$ cat config.mk
export PLATFORM = sky130hd
export DESIGN_NAME = spa_cell
export DESIGN_NICKNAME = d
export VERILOG_FILES = /design/src/hw/rtl/slot_pool_allocator_macros.svh /design/src/hw/rtl/spa_pkg.sv /design/src/hw/rtl/spa_cell.sv
export SDC_FILE = /design/constraint.sdc
export NUM_CORES = 1
export LEC_CHECK = 0
export ABC_AREA = 1
export BUFFER_PORTS_ARGS = -buffer_cell sky130_fd_sc_hd__buf_2
export CAP_MARGIN = 25
export CORE_MARGIN = 2
export CORE_UTILIZATION = 57
export CTS_CLUSTER_SIZE = 40
export DETAILED_ROUTE_END_ITERATION = 7
export PLACE_DENSITY = 0.84
export SLEW_MARGIN = 10
export SYNTH_ARGS = -nofsm -noshare
export SYNTH_HDL_FRONTEND = slang
export SYNTH_SLANG_ARGS = --single-unit
$ cat constraint.sdc
create_clock -name i_clk -period 2.1 [get_ports i_clk]
set_input_delay 0.105 -clock i_clk [delete_from_list [all_inputs] [get_ports i_clk]]
set_output_delay 0.105 -clock i_clk [all_outputs]
set_load 0.02 [all_outputs]
$ cat src/hw/rtl/slot_pool_allocator_macros.svh
// Assertion macros shared by the slot pool allocator RTL.
`ifndef SLOT_POOL_ALLOCATOR_MACROS_SVH
`define SLOT_POOL_ALLOCATOR_MACROS_SVH

// same-cycle implication
`define SPA_ASSERT_NOW(lbl, clk, rstn, ante, cons, msg) \
    lbl: assert property (@(posedge clk) disable iff (!rstn) (ante) |-> (cons)) \
        else $error(msg);

// next-cycle implication
`define SPA_ASSERT_NEXT(lbl, clk, rstn, ante, cons, msg) \
    lbl: assert property (@(posedge clk) disable iff (!rstn) (ante) |=> (cons)) \
        else $error(msg);

`endif

$ cat src/hw/rtl/spa_pkg.sv
// Package: types, constants and helpers for the slot pool allocator.
`default_nettype none
package spa_pkg;

    localparam int SLOTS  = 256;
    localparam int DATA_W = 32;
    localparam int ID_W   = 8;
    localparam int CNT_W  = 9;
    localparam int CELL_W = 16;
    localparam int SUB_W  = 4;
    localparam int NCELL  = SLOTS / CELL_W;
    localparam int BASE_W = ID_W - SUB_W;

    typedef enum logic [1:0] {
        CMD_ADD   = 2'd0,
        CMD_DEACT = 2'd1,
        CMD_GET   = 2'd2
    } t_cmd;

    typedef enum logic {
        ST_IDLE,
        ST_RUN
    } t_state;

    typedef struct packed {
        logic [1:0]        cmd;
        logic [ID_W-1:0]   slot_id;
        logic [DATA_W-1:0] entry_data;
        logic              entry_active;
    } t_in;

    typedef struct packed {
        logic [ID_W-1:0]   result_id;
        logic              ok;
        logic [DATA_W-1:0] data_out;
        logic              data_active;
        logic [CNT_W-1:0]  active_count;
    } t_out;

    // request token travelling down the cell row
    typedef struct packed {
        logic            valid;
        logic [1:0]      op;
        logic [ID_W-1:0] id;
        logic            found;
        logic [ID_W-1:0] idx;
        logic            act;
    } t_tok;

    // slot write broadcast to all cells
    typedef struct packed {
        logic            en;
        logic [ID_W-1:0] idx;
        logic            act;
    } t_wr;

    function automatic logic [SUB_W-1:0] first_set(input logic [CELL_W-1:0] v);
        logic [SUB_W-1:0] r;
        r = '0;
        for (int i = CELL_W - 1; i >= 0; i--) begin
            if (v[i]) begin
                r = SUB_W'(i);
            end
        end
        return r;
    endfunction

endpackage
`default_nettype wire

$ cat src/hw/rtl/spa_cell.sv
// One cell of the slot row: active and used bits of a group of slots.
`default_nettype none
module spa_cell (
    input  wire logic                       i_clk,
    input  wire logic                       i_rst_n,
    input  wire logic [spa_pkg::BASE_W-1:0] i_base,
    input  wire spa_pkg::t_tok              i_tok,
    input  wire spa_pkg::t_wr               i_wr,
    output spa_pkg::t_tok                   o_tok
);

    logic [spa_pkg::CELL_W-1:0] r_act, n_act;
    logic [spa_pkg::CELL_W-1:0] r_used, n_used;
    spa_pkg::t_tok              r_tok, n_tok;
    logic [spa_pkg::CELL_W-1:0] free;
    logic [spa_pkg::SUB_W-1:0]  sub;
    logic [spa_pkg::SUB_W-1:0]  wsub;
    logic                       hit;
    logic                       whit;

    assign free = r_used & ~r_act;
    assign sub  = i_tok.id[spa_pkg::SUB_W-1:0];
    assign hit  = i_tok.id[spa_pkg::ID_W-1:spa_pkg::SUB_W] == i_base;
    assign wsub = i_wr.idx[spa_pkg::SUB_W-1:0];
    assign whit = i_wr.idx[spa_pkg::ID_W-1:spa_pkg::SUB_W] == i_base;

    always_comb begin
        n_tok = i_tok;
        if (i_tok.valid) begin
            case (i_tok.op)
                spa_pkg::CMD_ADD: begin
                    if (!i_tok.found && (|free)) begin
                        n_tok.found = 1'b1;
                        n_tok.idx   = {i_base, spa_pkg::first_set(free)};
                    end
                end
                spa_pkg::CMD_DEACT,
                spa_pkg::CMD_GET: begin
                    if (hit) begin
                        n_tok.act = r_act[sub];
                    end
                end
                default: begin
                end
            endcase
        end
    end

    always_comb begin
        n_act  = r_act;
        n_used = r_used;
        if (i_tok.valid && (i_tok.op == spa_pkg::CMD_DEACT) && hit) begin
            n_act[sub] = 1'b0;
        end
        if (i_wr.en && whit) begin
            n_act[wsub]  = i_wr.act;
            n_used[wsub] = 1'b1;
        end
    end

    always_ff @(posedge i_clk) begin
        if (!i_rst_n) begin
            r_act  <= '0;
            r_used <= '0;
            r_tok  <= '0;
        end else begin
            r_act  <= n_act;
            r_used <= n_used;
            r_tok  <= n_tok;
        end
    end

    assign o_tok = r_tok;

endmodule
`default_nettype wire

==> key figures, run 1 <==
Global route
  – Initial antenna violation count: 0
  – Met3 Use GR: between 6 and 7%
  – GR peak layer: met2
  – Gr ovfl total: 0
  – GRT Total Usage: about a quarter
  – M2 GR Usage: 44.4%
  – Largest net degree at the start of global routing: 31
  – First-pass GRT wire length: 10100 um
  – Met1 Use GR: a little under a third
  – Vias in the first global route: 2288

Synth
  – Cells taking the most area after synthesis: dfxtp_1 (43%), nand2_1 (12%), inv_1 (8.1%)
  – Post-synth EDFFs: 0
  – Sequential fraction of the synthesis area: a little over two fifths
  – Area leader, netlist: dfxtp_1
  – Post-synthesis register bit count: 53
  – Synth unique cells: 37
  – Post-synth net total: 385
  – Primary FF master, synth: dfxtp_1
  – Post-Synth Adder-Cell Area: approximately 1%
  – Syn avg cell area: slightly above 7 um2
  – Mux contribution to synthesized area: 0%
  – Post-synth ARST share: 0%
  – Synth Instances: approximately 350
  – Compound-Gate Fraction of Synth Area: between 20% and 30%
  – Synth top cells by count: nand2_1 (77), dfxtp_1 (53), inv_1 (53), a21oi_1 (33), nor2_1 (29)
  – Ys Warns: 0
  – Syn Std Cell Area: between 2000 and 2500 um2
  – Synth Area in Simple Gates: a little over a fifth
  – Largest family of logic cells by synthesized area: simple AND/OR/NAND/NOR gates
  – Xor/xnor share of the synthesized area: under 10%
  – Area share of the largest cell type after synthesis: ~43%
  – Top-count cell post-synth: nand2_1

Place
  – IO Port Bufs: 57
  – Placed Area: between 2000 and 3000 um2
  – GPL Wtd Cong: ~0.87
  – Setup WS pre-CTS: approximately 450 ps
  – Dpl hpwl: 4440 um

Clock network
  – Worst-Skew Late Latency: ~310 ps
  – Max Buffers Root-to-Sink: 2
  – Root Driver: clkbuf_8
  – H-Tree Depth: 2
  – CTS tree: yes
  – TritonCTS Buffers: 5
  – Clock sink count: 53
  – Clock-pin slew on the worst setup and hold paths: about 80 ps
  – Post-CTS Resized: 0

Floorplan
  – Initial core utilization: around three fifths
  – Die ar.: approximately 4800 um2
  – Die H: just under 70 um
  – IO Pins: between 50 and 60
  – Die W: a little under 70 um
  – Std-Cell Rows: 23
  – Core area: ~4000 um2

STA
  – Final hold violations: 0
  – Setup violators final: 0
  – Worst Skew: roughly 6.8 ps
  – Worst Slack Setup Final: around 390 ps
  – Fin crit period: ~1700 ps
  – Post-route clock period utilization: between 80% and 90%
  – Worst slew pin tran: a little under 800 ps
  – Fmax: just under 600 MHz
  – RSZ-0062 raised after global routing: false
  – Setup Total Neg Slack: 0 ps
  – Rel. slew slack: 47.7%
  – Fin. max-slew vios: 0

Run status
  – Outcome: complete, no violations

Setup path
  – Critical Path AT: 1940 ps
  – Critical path endpoint category: flop
  – Critical path class: in2reg
  – CP Launch Type: input port
  – Crit path required time: ~2300 ps
  – Worst-path maximum fanout: 13

Pwr
  – Leak: around 1.4 nW
  – Power Density: 629 nW/um2
  – Peak VDD IR: roughly 0.3 mV

Finish
  – Diode count: 0
  – Area Overhead vs Synth: 16.7%
  – Layout Utilization: between 70% and 80%
  – Post-route cell area: approximately 2900 um2
  – Layout Nets: about 440
  – Share of cells above drive strength 1: 20.0%

Drt
  – Residual DRC count: 0
  – Vias per cell: 5.14
  – WL/cell: ~13 um
  – Post-Route WL: 5920 um
  – DRT Pass-1 Iters: 4
  – Via count: ~2300
  – DRT iter0 DRCs: 99
  – Detail Route Antenna Nets: 0

Run
  – Max_cap viols: 0

Min path
  – Min-delay worst type: in2reg
-- state kept, by name, indices dropped and copies added (netlist names) --
name / count
r_act: 16
o_tok: 21
r_used: 16
-- through the flow --
step / hold WS [ps] / std cells / power, W
6_report: 5.57 / 456 / 0.00180
3_3_place_gp: 310 / 447 / 0.00127
3_5_place_dp: 313 / 447 / 0.00127
5_1_grt: 8.53 / 456 / 0.00188
4_1_cts: 1.57 / 456 / 0.00181
2_1_floorplan: 198 / 346 / 0.00118
-- what timing repair did --
action	CTS	global route
hold buffers	1	0
hold endpoints to repair	1	0
buffers inserted	0	0
-- where the power goes --
part	total (W)	switching (W)	internal, W	leakage, nW
Clock	0.000551	0.000313	0.000238	0.0395
Sequential	0.00103	0.00000582	0.00103	0.433
Combinational	0.000216	0.000142	0.0000746	0.885
Total	0.00180	0.000461	0.00134	1.36
-- cells in the final DEF, fill, tap and decap left out, types with 2 or more instances in the layout --
cell type,count
a211oi_1,2
or2_1,5
o21ai_0,22
inv_2,7
nand4_1,2
nor2_1,29
o211ai_1,3
nand2_1,77
clkbuf_1,3
a21oi_2,2
o221ai_1,4
inv_1,53
xor2_1,3
a21oi_1,33
o21a_1,2
a22oi_1,3
clkbuf_8,5
ha_1,2
nand3_1,7
buf_2,57
o21ai_1,12
o22ai_1,2
nor2_2,3
dfxtp_1,53
-- path summary, 6_finish.rpt --
check / startpoint / cells past startpoint / endpoint / slack [ps]
max: i_tok[19] / 12 / o_tok[1] / 390
min: i_tok[16] / 3 / o_tok[16] / 6
max reg2reg: r_used[1] / 11 / o_tok[1] / 420
min reg2reg: r_used[7] / 2 / r_used[7] / 450
-- layer usage --
layer  vias to the layer above  part of all wire, %
li1                       1222                    -
met1                      1024                   44
met2                        88                   47
met3                        10                  6.7
met4                         0                  2.3
met5                         -                    0
-- logic make-up (layout without fill, tap and decap cells) --
| kind of cell | after synthesis | count (layout) |
|---|---|---|
| buffers and inverters | 68 | 128 |
| flip-flops | 53 | 53 |
| XOR/XNOR | 4 | 4 |
| AO/OA/AOI/OAI | 91 | 91 |
| adder cells (fa/ha/maj) | 2 | 2 |
| AND/OR/NAND/NOR | 128 | 128 |
-- critical path, cell delays in order --
cell,delay [ps]
dlygate4sd3_1,530
buf_2,130
inv_1,70
ha_1,140
nand2_1,90
a41oi_2,200
inv_2,70
nor2_4,250
inv_2,100
nor2_2,80
nand2_1,70
a21oi_2,110
-- layout make-up --
type / count / area [um2]
timing repair buffer: 59 / 303
multi-input combinational: 225 / 1130
inverter: 61 / 229
clock buffer: 8 / 80.1
tap: 50 / 62.6
fill: 344 / 1190
sequential: 53 / 1060
Note: power is estimated with default switching activity, not from simulation.
==> run 2, diff against run 1 <==
--- a/config.mk
+++ b/config.mk
@@ -9,10 +9,10 @@
 export BUFFER_PORTS_ARGS = -buffer_cell sky130_fd_sc_hd__buf_2
 export CAP_MARGIN = 25
 export CORE_MARGIN = 2
-export CORE_UTILIZATION = 57
+export CORE_UTILIZATION = 53
 export CTS_CLUSTER_SIZE = 40
 export DETAILED_ROUTE_END_ITERATION = 7
-export PLACE_DENSITY = 0.84
+export PLACE_DENSITY = 0.79
 export SLEW_MARGIN = 10
 export SYNTH_ARGS = -nofsm -noshare
 export SYNTH_HDL_FRONTEND = slang
==> constraint.sdc (replaced) <==
create_clock -name i_clk -period 1.6 [get_ports i_clk]
set_input_delay 0.08 -clock i_clk [delete_from_list [all_inputs] [get_ports i_clk]]
set_output_delay 0.08 -clock i_clk [all_outputs]
set_load 0.02 [all_outputs]
==> key figures, run 2 (same netlist as run 1, synthesis figures left out) <==
Setup path
  – R2r setup slk: -40 ps (-460 ps)
  – Critical Path Sink: o_tok[7]
  – CP cell instances: inv_2, or2_4, nand2_2, nor2_4, a41oi_2, inv_2, nor2_4, inv_2, buf_4, nor2_1, nor2_1
  – Crit-path leading delay family: simple AND/OR/NAND/NOR gates
  – Crit path top cell by count: inv_2
  – Critical path endpoint category: flop
  – Reg-to-reg startpoint: r_used[9]
  – Worst-path maximum fanout: 7 (-6)
  – Crit path required time: 1800 ps (-530 ps)
  – Critical path class: reg2reg
  – Critical Path Stages: 11 (-1)
  – Critical Path AT: 1840 ps (-100 ps)
  – CP Launch Type: flop
  – RR Endpoint: o_tok[7]
  – CP startpoint: r_used[9]
  – Worst reg2reg path depth: 11 (unchanged)
  – Slowest-stage cell, CP: dfxtp_2
  – CP peak stage delay: 340 ps (-190 ps)
  – CP bufs+invs: 4 (-1)

Floorplan
  – Die W: 72.0 um (+3.5%)
  – Core area: 4410 um2 (+8.8%)
  – Die ar.: 5190 um2 (+7.1%)
  – Initial core utilization: 55.6% (-4.9 points)
  – Die H: 72.0 um (+3.5%)
  – IO Pins: 58 (unchanged)
  – Std-Cell Rows: 24 (+4.3%)

Finish
  – Layout Nets: 460 (+3.6%)
  – Share of cells above drive strength 1: 24.3% (+4.3 points)
  – Most frequent cells in the layout: nand2_1 (76), buf_2 (57), inv_1 (52)
  – Diode count: 0 (unchanged)
  – Area Overhead vs Synth: 23.1%
  – Layout Utilization: 68.4% (-2.2 points)
  – Commonest non-fill, non-tap cell in the layout: nand2_1
  – Max reg flops: 21 (unchanged)

Run status
  – Failing checks: setup timing
  – Outcome: complete, but fails checks

STA
  – Worst Skew: 9.87 ps (+3.06 ps)
  – Worst slew pin tran: 379 ps (-403 ps)
  – Worst Slack Setup Final: -35.6 ps (-423 ps)
  – Fin crit period: roughly 1600 ps
  – Min Hold Slack: 19.1 ps (+13.5 ps)
  – Post-route clock period utilization: 102%
  – Rel. slew slack: 74.6% (+27 points)
  – Setup violators final: 5 (+5)
  – Fin. max-slew vios: 0 (unchanged)
  – Final hold violations: 0 (unchanged)
  – RSZ-0062 raised after global routing: true
  – Setup Total Neg Slack: -133 ps (-133 ps)
  – Fmax: 611 MHz

Pwr
  – Internal power: 0.00175 W (+31%)
  – Peak VDD IR: 0.529 mV (+78%)
  – Switching Share: 25.8% (+0.21 points)
  – Share of power burned in registers: 57.4% (about the same)
  – Leak: 1.44 nW (+6.0%)
  – Share of total power in combinational logic: 13.1% (+1.1 points)
  – Power Density: 783 nW/um2 (+24%)
  – Clk pwr share: 29.5% (-1.1 points)
  – Switching pwr: 0.000610 W (+32%)

Run
  – Max_cap viols: 0 (unchanged)

Clock network
  – Clock sink count: 53 (unchanged)
  – TritonCTS Buffers: 5 (unchanged)
  – H-Tree Depth: 2 (unchanged)
  – CTS tree: yes
  – Max Buffers Root-to-Sink: 2 (unchanged)
  – Root Driver: clkbuf_8
  – Clock-pin slew on the worst setup and hold paths: 90 ps (about the same)
  – Worst-Skew Late Latency: 310 ps (about the same)

Drt
  – WL/cell: 13.3 um (+2.8%)
  – Residual DRC count: 0 (unchanged)
  – Detail Route Antenna Nets: 0 (unchanged)
  – Post-Route WL: 6300 um (+6.4%)
  – DRT iter0 DRCs: 131 (+32%)
  – Via count: 2459 (+4.9%)
  – DRT Pass-1 Iters: 4 (unchanged)
  – Vias per cell: 5.21 (+1.4%)

Global route
  – Vias in the first global route: 2311 (+1.0%)
  – GRT Total Usage: 25.5% (-0.62 points)
  – Gr ovfl total: 0 (unchanged)
  – Largest net degree at the start of global routing: 24 (-23%)
  – Initial antenna violation count: 0 (unchanged)
  – First-pass GRT wire length: 10300 um (+1.6%)

Place
  – Dpl hpwl: 4710 um (+6.2%)
  – IO Port Bufs: 57 (unchanged)
  – GPL Wtd Cong: 0.935 (+7.6%)

Min path
  – Min-delay worst type: in2reg
run 2: cell types whose count changed in the layout (fill, tap and decap cells not counted), moves of 2 or more:
cell           change
dfxtp_2            +2
dlygate4sd3_1      +5
clkbuf_1           -3
nor2_1             -3
dfxtp_1            -2
nor2_2             +2
buf_4             +10
run 2: area by class of cell:
cell class / instances / area (um2)
fill: 411 / 1400
sequential: 53 / 1060
inverter: 61 / 229
timing repair buffer: 75 / 439
clock inverter: 1 / 5.00
clock buffer: 5 / 68.8
tap: 52 / 65.1
multi-input combinational: 225 / 1150
run 2: routing by layer:
| layer | wire length (um) | track usage [%] |
|---|---|---|
| met3 | 471 | 4.86 |
| met1 | 2670 | 30.5 |
| met2 | 3010 | 45.0 |
| met5 | 0 | 0 |
| met4 | 148 | 10.3 |
run 2: how the worst min path moves through the flow:
stage / cells past startpoint / end / startpoint / slack (ps)
floorplan: 2 / o_tok[10] / i_tok[10] / 170
global placement: 3 / o_tok[19] / i_tok[19] / 290
detailed placement: 3 / o_tok[19] / i_tok[19] / 290
CTS: 3 / o_tok[20] / i_tok[20] / 10
global route: 3 / o_tok[7] / i_tok[7] / 30
finish: 3 / o_tok[3] / i_tok[3] / 20
run 2: timing repair:
item                       in CTS  in global routing
buffers inserted                1                  3
setup endpoints to repair       1                 19
gates resized for setup         3                  9
hold endpoints to repair        6                  0
pin swaps                       3                  8
hold buffers                    6                  0
run 2: metrics by stage:
stage / total power, W / area (um2) / cells / worst slack [ps]
2_1_floorplan: 0.00154 / 2450 / 346 / 164
3_3_place_gp: 0.00168 / 2830 / 456 / 79.6
3_5_place_dp: 0.00168 / 2830 / 456 / 28.2
4_1_cts: 0.00237 / 2980 / 469 / 1.24
5_1_grt: 0.00245 / 3020 / 472 / -131
6_report: 0.00236 / 3020 / 472 / -35.6
run 2: power groups by stage:
stage          Combinational [W]  Clock, W  Sequential [W]
5_1_grt                 0.000342  0.000752         0.00136
2_1_floorplan           0.000116         0         0.00143
3_3_place_gp            0.000289         0         0.00139
6_report                0.000310  0.000697         0.00136
3_5_place_dp            0.000292         0         0.00139
4_1_cts                 0.000306  0.000709         0.00136
run 2: tightest hold or removal path: stages:
cell and delay [ps]:
buf_2 80, o21ai_1 60, nor2_1 70
==> run 3, diff against run 2 <==
--- a/config.mk
+++ b/config.mk
@@ -9,10 +9,10 @@
 export BUFFER_PORTS_ARGS = -buffer_cell sky130_fd_sc_hd__buf_2
 export CAP_MARGIN = 25
 export CORE_MARGIN = 2
-export CORE_UTILIZATION = 53
+export CORE_UTILIZATION = 48
 export CTS_CLUSTER_SIZE = 40
 export DETAILED_ROUTE_END_ITERATION = 7
-export PLACE_DENSITY = 0.79
+export PLACE_DENSITY = 0.78
 export SLEW_MARGIN = 10
 export SYNTH_ARGS = -nofsm -noshare
 export SYNTH_HDL_FRONTEND = slang
==> constraint.sdc (replaced) <==
create_clock -name i_clk -period 1.5 [get_ports i_clk]
set_input_delay 0.075 -clock i_clk [delete_from_list [all_inputs] [get_ports i_clk]]
set_output_delay 0.075 -clock i_clk [all_outputs]
set_load 0.02 [all_outputs]
==> key figures, run 3 (same netlist as run 1, synthesis figures left out) <==
Drt
  – Residual DRC count: 0 (unchanged)
  – Post-Route WL: 6840 um (+8.6%)
  – DRT iter0 DRCs: 211 (+61%)
  – Vias per cell: 5.20 (-0.11%)
  – DRT Pass-1 Iters: 5 (+1)
  – Detail Route Antenna Nets: 0 (unchanged)
  – WL/cell: 13.5 um (+1.5%)
  – Via count: 2628 (+6.9%)

Finish
  – Max reg flops: 21 (unchanged)
  – Commonest non-fill, non-tap cell in the layout: nand2_1
  – Area Overhead vs Synth: 29.9%
  – Area occupied by registers: 1060 um2 (-0.12%)
  – Post-route cell area: 3190 um2 (+5.5%)
  – Multi-input gate area: 1140 um2 (-0.76%)
  – Layout Nets: 473 (+2.8%)
  – Layout fillers: 453 (+10%)
  – Diode count: 0 (unchanged)
  – Share of cells above drive strength 1: 25.5% (+1.2 points)
  – Most frequent cells in the layout: nand2_1 (75), buf_2 (57), inv_1 (53)

Clock network
  – Worst-Skew Late Latency: 310 ps (about the same)
  – Clock-pin slew on the worst setup and hold paths: 90 ps (about the same)
  – H-Tree Depth: 2 (unchanged)
  – Clock sink count: 53 (unchanged)
  – Root Driver: clkbuf_8
  – Max Buffers Root-to-Sink: 2 (unchanged)
  – CTS tree: yes
  – TritonCTS Buffers: 5 (unchanged)

Floorplan
  – Core area: 5010 um2 (+13%)
  – Die H: 75.5 um (+4.8%)
  – Initial core utilization: 49.0% (-6.6 points)
  – Die W: 75.5 um (+4.8%)
  – Die ar.: 5700 um2 (+9.8%)
  – IO Pins: 58 (unchanged)
  – Std-Cell Rows: 26 (+8.3%)

Pwr
  – Switching pwr: 0.000677 W (+11%)
  – Peak VDD IR: 0.547 mV (+3.5%)
  – Internal power: 0.00212 W (+21%)
  – Clk pwr share: 35.8% (+6.3 points)
  – Share of total power in combinational logic: 12.4% (-0.7 points)
  – Share of power burned in registers: 51.8% (-5.6 points)
  – Switching Share: 24.2% (-1.6 points)
  – Power Density: 877 nW/um2 (+12%)
  – Leak: 1.53 nW (+6.0%)

STA
  – Fin. max-slew vios: 0 (unchanged)
  – Setup violators final: 6 (+1)
  – Rel. slew slack: 67.2% (-7.4 points)
  – Fmax: 630 MHz (+3.0%)
  – Final hold violations: 0 (unchanged)
  – Worst Slack Setup Final: -87.9 ps (-52.3 ps)
  – Worst Skew: 6.47 ps (-3.40 ps)
  – RSZ-0062 raised after global routing: true
  – Fin crit period: 1590 ps (-47.7 ps)
  – Worst slew pin tran: 491 ps (+112 ps)
  – Post-route clock period utilization: 106% (+3.6 points)

Place
  – Placed Area: 2930 um2 (+3.6%)
  – IO Port Bufs: 57 (unchanged)
  – GPL Wtd Cong: 1.01 (+7.8%)
  – Dpl hpwl: 5080 um (+7.7%)
  – Setup WS pre-CTS: -58.0 ps (-86.2 ps)

Setup path
  – CP peak stage delay: 340 ps (about the same)
  – CP cell instances: inv_1, nand2_1, o21ai_1, nor2_2, a41oi_2, inv_2, nor2_4, buf_4, o21ai_2, a21oi_2
  – Crit path required time: 1740 ps (-60 ps)
  – Critical Path AT: 1830 ps (about the same)
  – CP Launch Type: flop
  – Critical path class: reg2reg
  – Slowest-stage cell, CP: dfxtp_2
  – Critical path endpoint category: flop
  – Worst-path maximum fanout: 7 (unchanged)

Global route
  – M2 GR Usage: 43.7% (-1.3 points)
  – Initial antenna violation count: 0 (unchanged)
  – Gr ovfl total: 0 (unchanged)
  – GR peak layer: met2
  – Vias in the first global route: 2363 (+2.3%)
  – Met3 Use GR: 4.63% (-0.23 points)
  – Largest net degree at the start of global routing: 31 (+29%)
  – First-pass GRT wire length: 10600 um (+3.2%)
  – Met1 Use GR: 30.0% (-0.45 points)
  – GRT Total Usage: 24.8% (-0.68 points)

Run status
  – Outcome: complete, but fails checks
  – Failing checks: setup timing

Min path
  – Min-delay worst type: in2reg

Run
  – Max_cap viols: 0 (unchanged)
[run 3: changes by cell type in the layout (fill, tap and decap cells not counted), sizes merged]
cell and delta:
bufinv +1, clkbuf +2, buf +11, dlygate4sd3 +2, clkinv -1
[run 3: layout make-up]
type	count	share of cell area [%]
flip-flops and latches	53	33.3
repair buffers	88	17.3
clock inverters	1	0.943
inverters	61	7.19
clock buffers	7	2.71
multi-input cells	225	35.8
well taps	70	2.75
[run 3: power groups by stage]
stage	Combinational [W]	Clock (W)	Sequential, W
2_1_floorplan	0.000124	0	0.00152
3_3_place_gp	0.000318	0	0.00148
3_5_place_dp	0.000322	0	0.00148
4_1_cts	0.000342	0.00102	0.00145
5_1_grt	0.000379	0.00107	0.00145
6_report	0.000346	0.00100	0.00145
[run 3: timing repair]
item                                   CTS  global route
resized for setup                        5             1
endpoints found under the hold margin    8             0
setup endpoints to repair                7             8
hold buffers                             8             0
buffers inserted                         5             1
pin swaps                                1             1
[run 3: worst paths after layout]
kind / startpoint / endpoint / slack [ps] / cells after the start
worst max-delay path: r_act[14] / o_tok[6] / -90 / 10
worst min-delay path: i_tok[13] / o_tok[13] / 20 / 3
worst max register to register: r_act[14] / o_tok[6] / -90 / 10
worst min register to register: r_used[1] / r_used[1] / 450 / 2
[run 3: layer usage]
metal / share of wire, % / vias to the layer above
met1: 40 / 1163
met5: 0 / -
met3: 9.6 / 23
li1: - / 1285
met4: 2.5 / 0
met2: 48 / 157
[run 3: worst max-delay path: cells and delay by family (launching register included)]
kind	cells	cell delay [ps]
and+or+nand+nor	3	300
DFF	1	340
buffers and inverters	3	330
AOI/OAI and AO/OA	4	550
[run 3: metrics by stage]
step | utilization (%) | setup TNS (ps) | cells | total power [W] | hold WS (ps)
5_1_grt | 63.6 | -1250 | 505 | 0.00290 | 11.6
2_1_floorplan | - | 0 | 346 | 0.00165 | 168
3_5_place_dp | 58.5 | -203 | 483 | 0.00180 | 289
3_3_place_gp | 58.5 | 0 | 483 | 0.00180 | 277
4_1_cts | 63.4 | -229 | 504 | 0.00281 | 7.18
6_report | 63.6 | -348 | 505 | 0.00279 | 15.6
